[src/rtl/tsc_pkg.sv]
`default_nettype none
// ----------------------------------------------------------------------------
// tsc_pkg
// shared types and constants for the topological sort with cycle check
// ----------------------------------------------------------------------------
package tsc_pkg;

    localparam int MAX_NODES_DEF = 32;
    localparam int ROW_W         = 32;
    localparam int IDX_W         = 5;
    localparam int CNT_W         = 6;
    localparam int STATUS_W      = 2;

    localparam logic [CNT_W-1:0] NODE_COUNT_RST = 6'd32;

    localparam logic REQ_LOAD  = 1'b0;
    localparam logic REQ_START = 1'b1;

    localparam logic [STATUS_W-1:0] ST_EMIT    = 2'd0;
    localparam logic [STATUS_W-1:0] ST_ACYCLIC = 2'd1;
    localparam logic [STATUS_W-1:0] ST_CYCLE   = 2'd2;

    typedef struct packed {
        logic             req_type;
        logic [IDX_W-1:0] row_index;
        logic [ROW_W-1:0] row_bits;
    } t_in_item;

    typedef struct packed {
        logic [IDX_W-1:0]    node_index;
        logic [STATUS_W-1:0] status;
        logic                last;
    } t_out_item;

    typedef struct packed {
        logic clr;
        logic inc;
        logic dec;
    } t_lane_ctl;

    typedef enum logic [2:0] {
        S_IDLE,
        S_INIT,
        S_DRAIN,
        S_PICK,
        S_UPDATE,
        S_FINAL
    } t_state;

endpackage
`default_nettype wire

[src/rtl/tsc_ram.sv]
`default_nettype none
// ----------------------------------------------------------------------------
// tsc_ram
// generic single write, single read ram with registered read data
// ----------------------------------------------------------------------------
module tsc_ram #(
    parameter int WIDTH = 32,
    parameter int DEPTH = 32,
    parameter int AW    = $clog2(DEPTH)
) (
    input  wire logic             i_clk,
    input  wire logic             i_wr_en,
    input  wire logic [AW-1:0]    i_wr_addr,
    input  wire logic [WIDTH-1:0] i_wr_data,
    input  wire logic             i_rd_en,
    input  wire logic [AW-1:0]    i_rd_addr,
    output logic      [WIDTH-1:0] o_rd_data
);

    logic [WIDTH-1:0] r_mem [DEPTH];

    always_ff @(posedge i_clk) begin
        if (i_wr_en) begin
            r_mem[i_wr_addr] <= i_wr_data;
        end
        if (i_rd_en) begin
            o_rd_data <= r_mem[i_rd_addr];
        end
    end

endmodule
`default_nettype wire

[src/rtl/tsc_lane.sv]
`default_nettype none
// ----------------------------------------------------------------------------
// tsc_lane
// per-node in-degree counter: counts incoming edges, then takes them away
// ----------------------------------------------------------------------------
module tsc_lane (
    input  wire logic                i_clk,
    input  wire logic                i_rst_n,
    input  wire tsc_pkg::t_lane_ctl  i_ctl,
    input  wire logic                i_edge,
    output logic                     o_zero
);
    import tsc_pkg::*;

    logic [CNT_W-1:0] r_deg;
    logic [CNT_W-1:0] n_deg;

    always_comb begin
        n_deg = r_deg;
        if (i_ctl.clr) begin
            n_deg = '0;
        end else if (i_ctl.inc && i_edge) begin
            n_deg = r_deg + CNT_W'(1);
        end else if (i_ctl.dec && i_edge && (r_deg != '0)) begin
            n_deg = r_deg - CNT_W'(1);
        end
    end

    always_ff @(posedge i_clk) begin
        if (!i_rst_n) begin
            r_deg <= '0;
        end else begin
            r_deg <= n_deg;
        end
    end

    assign o_zero = (r_deg == '0);

endmodule
`default_nettype wire

[src/rtl/tsc_merge.sv]
`default_nettype none
// ----------------------------------------------------------------------------
// tsc_merge
// combines the lane flags: lowest-numbered ready node wins
// ----------------------------------------------------------------------------
module tsc_merge #(
    parameter int DEPTH = 32,
    parameter int AW    = $clog2(DEPTH)
) (
    input  wire logic [DEPTH-1:0] i_cand,
    output logic                  o_found,
    output logic [AW-1:0]         o_pick
);

    always_comb begin
        o_pick = '0;
        for (int j = DEPTH - 1; j >= 0; j--) begin
            if (i_cand[j]) begin
                o_pick = AW'(j);
            end
        end
    end

    assign o_found = |i_cand;

endmodule
`default_nettype wire

[src/rtl/topological_sort_cycle_check_top.sv]
`default_nettype none
// ----------------------------------------------------------------------------
// topological_sort_cycle_check_top
// kahn topological sort over a stored adjacency matrix with cycle check
// ----------------------------------------------------------------------------
// channels: input transactions (load row or start sort), result transactions
// (emitted node, then one final acyclic or cycle status with last set), and a
// config write channel carrying node_count, always ready.
// a row load gives no result; loads may follow back to back. a start first
// sweeps the rows of the nodes in use through the row ram, one row per cycle,
// with every lane counting its in-degree. each node then passes through
// S_PICK, which picks it in the merge stage and issues the row read, and then
// S_UPDATE, in which the lanes take away its edges. the final status follows.
// new input is taken only when no run is in progress.
// results go through a single output register; when the receiver stalls, the
// sort pauses until the register is free.
// reset clears the row valid bits (the stored graph reads as empty), the
// in-degree lanes, and sets node_count to 32. no clearing pass is needed.
// ----------------------------------------------------------------------------
module topological_sort_cycle_check_top #(
    parameter int MAX_NODES = tsc_pkg::MAX_NODES_DEF
) (
    input  wire logic                             i_clk,
    input  wire logic                             i_rst_n,
    input  wire logic                             i_in_valid,
    output logic                                  o_in_ready,
    input  wire tsc_pkg::t_in_item                i_in_data,
    output logic                                  o_out_valid,
    input  wire logic                             i_out_ready,
    output tsc_pkg::t_out_item                    o_out_data,
    input  wire logic                             i_cfg_valid,
    output logic                                  o_cfg_ready,
    input  wire logic [tsc_pkg::CNT_W-1:0]        i_cfg_data
);
    import tsc_pkg::*;

    localparam int DEPTH = (MAX_NODES < ROW_W) ? MAX_NODES : ROW_W;
    localparam int AW    = $clog2(DEPTH);

    t_state           r_state;
    t_state           n_state;
    logic [CNT_W-1:0] r_node_count;
    logic [CNT_W-1:0] eff_n;
    logic [CNT_W-1:0] r_emitted;
    logic [AW-1:0]    r_cnt;
    logic [DEPTH-1:0] r_visited;
    logic [DEPTH-1:0] r_row_vld;
    logic             r_rd_vld;
    logic             r_rd_init;
    logic             r_rd_upd;
    logic             r_out_valid;
    t_out_item        r_out_data;

    logic             in_fire;
    logic             load_wr;
    logic             start;
    logic             out_free;
    logic             rd_en;
    logic [AW-1:0]    rd_addr;
    logic             emit;
    logic             end_cycle;
    logic             end_acyc;
    logic [ROW_W-1:0] ram_q;
    logic [DEPTH-1:0] in_use;
    logic [DEPTH-1:0] zero;
    logic [DEPTH-1:0] cand;
    logic             found;
    logic [AW-1:0]    pick;
    t_lane_ctl        lane_ctl;

    // handshakes
    assign o_in_ready  = (r_state == S_IDLE);
    assign o_cfg_ready = 1'b1;
    assign in_fire     = i_in_valid && o_in_ready;
    assign load_wr     = in_fire && (i_in_data.req_type == REQ_LOAD)
                         && ({1'b0, i_in_data.row_index} < CNT_W'(DEPTH));
    assign start       = in_fire && (i_in_data.req_type == REQ_START);
    assign out_free    = !r_out_valid || i_out_ready;

    assign eff_n = (r_node_count > CNT_W'(DEPTH)) ? CNT_W'(DEPTH) : r_node_count;

    always_ff @(posedge i_clk) begin
        if (!i_rst_n) begin
            r_node_count <= NODE_COUNT_RST;
        end else if (i_cfg_valid && o_cfg_ready) begin
            r_node_count <= i_cfg_data;
        end
    end

    // adjacency rows
    tsc_ram #(
        .WIDTH (ROW_W),
        .DEPTH (DEPTH)
    ) u_rows (
        .i_clk     (i_clk),
        .i_wr_en   (load_wr),
        .i_wr_addr (i_in_data.row_index[AW-1:0]),
        .i_wr_data (i_in_data.row_bits),
        .i_rd_en   (rd_en),
        .i_rd_addr (rd_addr),
        .o_rd_data (ram_q)
    );

    always_ff @(posedge i_clk) begin
        if (!i_rst_n) begin
            r_row_vld <= '0;
            r_rd_vld  <= 1'b0;
            r_rd_init <= 1'b0;
            r_rd_upd  <= 1'b0;
        end else begin
            if (load_wr) begin
                r_row_vld[i_in_data.row_index[AW-1:0]] <= 1'b1;
            end
            if (rd_en) begin
                r_rd_vld <= r_row_vld[rd_addr];
            end
            r_rd_init <= (r_state == S_INIT);
            r_rd_upd  <= emit;
        end
    end

    // in-degree lanes
    assign lane_ctl.clr = start;
    assign lane_ctl.inc = r_rd_init;
    assign lane_ctl.dec = r_rd_upd;

    for (genvar j = 0; j < DEPTH; j++) begin : g_lane
        assign in_use[j] = (CNT_W'(j) < eff_n);
        tsc_lane u_lane (
            .i_clk   (i_clk),
            .i_rst_n (i_rst_n),
            .i_ctl   (lane_ctl),
            .i_edge  (r_rd_vld && ram_q[j] && in_use[j]),
            .o_zero  (zero[j])
        );
    end

    assign cand = ~r_visited & zero & in_use;

    tsc_merge #(
        .DEPTH (DEPTH)
    ) u_merge (
        .i_cand  (cand),
        .o_found (found),
        .o_pick  (pick)
    );

    // next state
    always_comb begin
        n_state = r_state;
        case (r_state)
            S_IDLE: begin
                if (start) begin
                    n_state = (eff_n == '0) ? S_FINAL : S_INIT;
                end
            end
            S_INIT: begin
                if (CNT_W'(r_cnt) == (eff_n - CNT_W'(1))) begin
                    n_state = S_DRAIN;
                end
            end
            S_DRAIN: n_state = S_PICK;
            S_PICK: begin
                if (out_free) begin
                    n_state = found ? S_UPDATE : S_IDLE;
                end
            end
            S_UPDATE: n_state = (r_emitted == eff_n) ? S_FINAL : S_PICK;
            S_FINAL: begin
                if (out_free) begin
                    n_state = S_IDLE;
                end
            end
            default: n_state = S_IDLE;
        endcase
    end

    // state outputs
    always_comb begin
        rd_en     = 1'b0;
        rd_addr   = r_cnt;
        emit      = 1'b0;
        end_cycle = 1'b0;
        end_acyc  = 1'b0;
        case (r_state)
            S_INIT: begin
                rd_en = 1'b1;
            end
            S_PICK: begin
                if (out_free && found) begin
                    rd_en   = 1'b1;
                    rd_addr = pick;
                    emit    = 1'b1;
                end else if (out_free) begin
                    end_cycle = 1'b1;
                end
            end
            S_FINAL: begin
                end_acyc = out_free;
            end
            default: begin
                rd_en = 1'b0;
            end
        endcase
    end

    always_ff @(posedge i_clk) begin
        if (!i_rst_n) begin
            r_state     <= S_IDLE;
            r_cnt       <= '0;
            r_emitted   <= '0;
            r_visited   <= '0;
            r_out_valid <= 1'b0;
        end else begin
            r_state <= n_state;
            if (start) begin
                r_cnt     <= '0;
                r_emitted <= '0;
                r_visited <= '0;
            end else begin
                if (r_state == S_INIT) begin
                    r_cnt <= r_cnt + AW'(1);
                end
                if (emit) begin
                    r_emitted <= r_emitted + CNT_W'(1);
                    r_visited <= r_visited | (DEPTH'(1) << pick);
                end
            end
            if (emit || end_cycle || end_acyc) begin
                r_out_valid <= 1'b1;
            end else if (i_out_ready) begin
                r_out_valid <= 1'b0;
            end
        end
    end

    always_ff @(posedge i_clk) begin
        if (emit) begin
            r_out_data.node_index <= IDX_W'(pick);
            r_out_data.status     <= ST_EMIT;
            r_out_data.last       <= 1'b0;
        end else if (end_cycle) begin
            r_out_data.node_index <= '0;
            r_out_data.status     <= ST_CYCLE;
            r_out_data.last       <= 1'b1;
        end else if (end_acyc) begin
            r_out_data.node_index <= '0;
            r_out_data.status     <= ST_ACYCLIC;
            r_out_data.last       <= 1'b1;
        end
    end

    assign o_out_valid = r_out_valid;
    assign o_out_data  = r_out_data;

`ifndef SYNTH
    a_pick_unvisited: assert property (@(posedge i_clk) disable iff (!i_rst_n)
        emit |-> !r_visited[pick])
        else $error("picked node already visited");

    a_emit_bound: assert property (@(posedge i_clk) disable iff (!i_rst_n)
        (r_state != S_IDLE) |-> (r_emitted <= eff_n))
        else $error("more nodes emitted than in use");

    a_update_after_pick: assert property (@(posedge i_clk) disable iff (!i_rst_n)
        emit |=> (r_state == S_UPDATE) && lane_ctl.dec)
        else $error("emitted node not followed by lane update");

    a_visit_marked: assert property (@(posedge i_clk) disable iff (!i_rst_n)
        emit |=> r_visited[$past(pick)])
        else $error("emitted node not marked visited");
`endif

endmodule
`default_nettype wire

[config.mk]
export PLATFORM = sky130hd
export DESIGN_NAME = topological_sort_cycle_check_top
export DESIGN_NICKNAME = d
export VERILOG_FILES = /design/src/rtl/tsc_pkg.sv /design/src/rtl/tsc_ram.sv /design/src/rtl/tsc_lane.sv /design/src/rtl/tsc_merge.sv /design/src/rtl/topological_sort_cycle_check_top.sv
export SDC_FILE = /design/constraint.sdc
export NUM_CORES = 2
export LEC_CHECK = 0
export ABC_AREA = 1
export BUFFER_PORTS_ARGS = -buffer_cell sky130_fd_sc_hd__buf_2
export CAP_MARGIN = 20
export CORE_ASPECT_RATIO = 1.75
export CORE_UTILIZATION = 50
export CTS_BUF_LIST = sky130_fd_sc_hd__clkbuf_4
export DETAILED_ROUTE_END_ITERATION = 16
export PLACE_DENSITY = 0.65
export SYNTH_ARGS = -nofsm -noshare
export SYNTH_HDL_FRONTEND = slang
export SYNTH_SLANG_ARGS = --single-unit
[constraint.sdc]
create_clock -name i_clk -period 7.1 [get_ports i_clk]
set_input_delay 1.775 -clock i_clk [delete_from_list [all_inputs] [get_ports i_clk]]
set_output_delay 1.775 -clock i_clk [all_outputs]
set_load 0.01 [all_outputs]
==> flow_metrics.env <==
export IMPL_status="completed"
export IMPL_hp_start="g_lane[7].u_lane.r_deg[5]$_SDFFE_PP0P_"
export IMPL_wl_per_cell_um=21.6
export IMPL_antenna_found_initial=10
export IMPL_area_growth_pct=9.96
export IMPL_cts_tree="yes"
export IMPL_worst_path_most_repeated_cell="nand2_1"
export IMPL_timing_rr_end="u_rows.o_rd_data[17]$_DFFE_PP_"
export IMPL_ff2ff_path_depth=49
export IMPL_nNetsFinal=5945
export IMPL_holdWs_ps=455
export IMPL_syn_num_nets=5764
export IMPL_hold_path_end="g_lane[7].u_lane.r_deg[5]$_SDFFE_PP0P_"
export IMPL_yosys_area_top_type="edfxtp_1"
export IMPL_start_util_pct=50.5
export IMPL_met1_usage_pct=31.4
export IMPL_port_buffers=58
export IMPL_via_per_inst=5.78
export IMPL_seq_area_frac_synth_pct=63.4
export IMPL_yosysMostFrequentCell="edfxtp_1"
export IMPL_vias=43100
export IMPL_dr_first_iter_drc_count=3585
export IMPL_hold_class="reg2reg"
export IMPL_worst_slew_pin_slew_ps=1150
export IMPL_cp_start_kind="flop"
export IMPL_ys_dominant_reg_cell="edfxtp_1"
export IMPL_gp_congestion=0.972
export IMPL_grt_busiest_layer="met2"
export IMPL_finalClockSkew_ps=101
export IMPL_drtAntennaViolNets=0
export IMPL_synth_top_cells_by_count="1061 x edfxtp_1, 838 x nor2_1, 646 x o21ai_0"
export IMPL_synthDistinctLibCells=50
export IMPL_slew_headroom_pct=22.9
export IMPL_dieArea_mm2=0.120
export IMPL_syn_avg_cell_area_um2=10.7
export IMPL_cp_num_buf_inv=5
export IMPL_rows=166
export IMPL_crit_fanout=140
export IMPL_cts_sinks=1344
export IMPL_post_cts_buffers=0
export IMPL_grt_max_degree=203
export IMPL_netlist_area_mm2=0.0591
export IMPL_use_met2_pct=46.4
export IMPL_max_vdd_ir_drop_uv=213
export IMPL_die_w_um=262
export IMPL_fmax_ghz=0.163
export IMPL_drc=0
export IMPL_hpwlAfterDp_mm=93.0
export IMPL_synth_top_area_share_pct=53.9
export IMPL_htree_levels=5
export IMPL_drive_gt1_share_pct=11.8
export IMPL_cellPowerDensity_mw_per_mm2=277
export IMPL_yosys_warnings=0
export IMPL_period_needed_ps=6140
export IMPL_cts_max_path_buffers=4
export IMPL_whs_path_depth=1
export IMPL_grt_pass1_vias=42500
export IMPL_crit_type="reg2reg"
export IMPL_grt_overflow_total=0
export IMPL_ctsHoldBuffers=0
export IMPL_synth_edf_count=1061
export IMPL_crit_slowest_cell="inv_8"
export IMPL_clock_latency_ps=1250
export IMPL_cts_buffers=323
export IMPL_grt_use_met3_pct=5.45
export IMPL_slowest_delay_ps=750
export IMPL_gr_usage_all_layers_pct=27.1
export IMPL_post_route_period_util_pct=86.4
export IMPL_fp_dieH_um=457
export IMPL_finalHoldViolCount=0
export IMPL_r2r_slack_ps=960
export IMPL_async_flop_share_pct=0
export IMPL_endpoint_kind="flop"
export IMPL_cp_top_family="simple AND/OR/NAND/NOR gates"
export IMPL_setup_violations=0
export IMPL_num_fill_cells=10200
export IMPL_ctsResizeCount=0
export IMPL_grt_pass1_wl_mm=243
export IMPL_drv_cap=0
export IMPL_required_ps=8180
export IMPL_p_leak_nw=23.5
export IMPL_first_pass_iters=5
export IMPL_yosys_top_cells_area="edfxtp_1 54%, dfxtp_1 9.6%, o21ai_0 5.5%"
export IMPL_rr_startpoint="r_node_count[5]$_SDFFE_PN1P_"
export IMPL_grt_setup_unrepaired="false"
export IMPL_syn_inst=5550
export IMPL_routed_wl_mm=161
export IMPL_cts_root_buf="clkbuf_4"
export IMPL_core_mm2=0.117
export IMPL_finalSetupTns_ps=0
export IMPL_arrival_ps=7210
export IMPL_slew_viol_final=0
export IMPL_cts_clk_slew_worst_paths_ps=70
export IMPL_boundaryPins=60
export IMPL_synth_ff_latch_count=1344
flip-flops by register name, summed over array words and instances (netlist names):
| signal | flops |
|---|---|
| g_lane.u_lane.r_deg | 192 |
| o_out_data | 8 |
| o_out_valid | 1 |
| r_cnt | 5 |
| r_emitted | 6 |
| r_node_count | 6 |
| r_rd_init | 1 |
| r_rd_upd | 1 |
| r_rd_vld | 1 |
| r_row_vld | 32 |
| r_state | 3 |
| r_visited | 32 |
| u_rows.o_rd_data | 32 |
| u_rows.r_mem | 1024 |
logic make-up after synthesis:
logic type | after synthesis | synth area share [%]
other | 1 | 0.00634
adder cells (fa/ha/maj) | 165 | 3.90
AO/OA/AOI/OAI | 1507 | 14.0
flip-flops | 1344 | 63.4
AND/OR/NAND/NOR | 1741 | 12.3
XOR/XNOR | 102 | 1.51
buffers and inverters | 690 | 4.80
layout make-up:
type                       instances  area [µm²]  area share [%]
sequential                      1344       37500            57.7
multi-input combinational       3516       19100            29.3
clock buffer                     464        3480            5.36
tap                             1512        1890            2.91
clock inverter                    74         367           0.564
timing repair buffer             137        1120            1.72
inverter                         409        1550            2.39
antenna                            8        20.0          0.0308
layer usage:
layer | vias up | wire length [µm]
met3 | 462 | 10700
met2 | 1561 | 81300
met5 | - | 81
met1 | 20900 | 60700
met4 | 12 | 8560
li1 | 20200 | -
cells in the final DEF (no fill, tap or decap), drive strengths merged, types with 137 or more instances in the layout:
master,count
edfxtp,1061
o21ai,767
o211ai,262
inv,407
nand3,272
nand2,472
clkbuf,464
nor2,846
buf,137
dfxtp,283
a21oi,451
worst max path at each step:
stage	from	end	slack (ps)	cells after the start
3_3_place_gp	r_node_count[5]$_SDFFE_PN1P_	u_rows.o_rd_data[17]$_DFFE_PP_	1050	49
5_1_grt	r_node_count[5]$_SDFFE_PN1P_	u_rows.o_rd_data[16]$_DFFE_PP_	440	49
2_1_floorplan	i_in_valid	u_rows.r_mem[17][0]$_DFFE_PP_	3000	6
6_report	r_node_count[5]$_SDFFE_PN1P_	u_rows.o_rd_data[17]$_DFFE_PP_	960	49
4_1_cts	r_node_count[5]$_SDFFE_PN1P_	u_rows.o_rd_data[17]$_DFFE_PP_	1090	49
3_5_place_dp	r_node_count[5]$_SDFFE_PN1P_	u_rows.o_rd_data[16]$_DFFE_PP_	1110	49
worst register-to-register path, delay by kind of cell, from the launching register on:
family                   cells  cell delay, ps
flip-flops                   1             420
buffers and inverters        5            1920
AO/OA/AOI/OAI                2             190
adder cells (fa/ha/maj)      1             290
AND/OR/NAND/NOR             41            3150
where the power goes:
part | switching (mW) | internal (mW) | total, mW
logic | 2.17 | 0.874 | 3.04
clock network | 2.99 | 3.09 | 6.08
registers | 0.169 | 8.69 | 8.86
metrics by stage:
stage	cell area, µm²	total power [mW]	util, %	std cells	worst slack, ps
after CTS	65000	18.1	55.5	7453	1090
after global routing	65000	18.8	55.5	7462	435
final	65000	18.0	55.5	7464	963
after detailed placement	61100	12.1	52.2	6915	1110
after floorplan	59100	11.1	-	5550	3000
after global placement	61000	12.0	52.1	6911	1050
No activity file was read; power rests on OpenSTA's default activity.
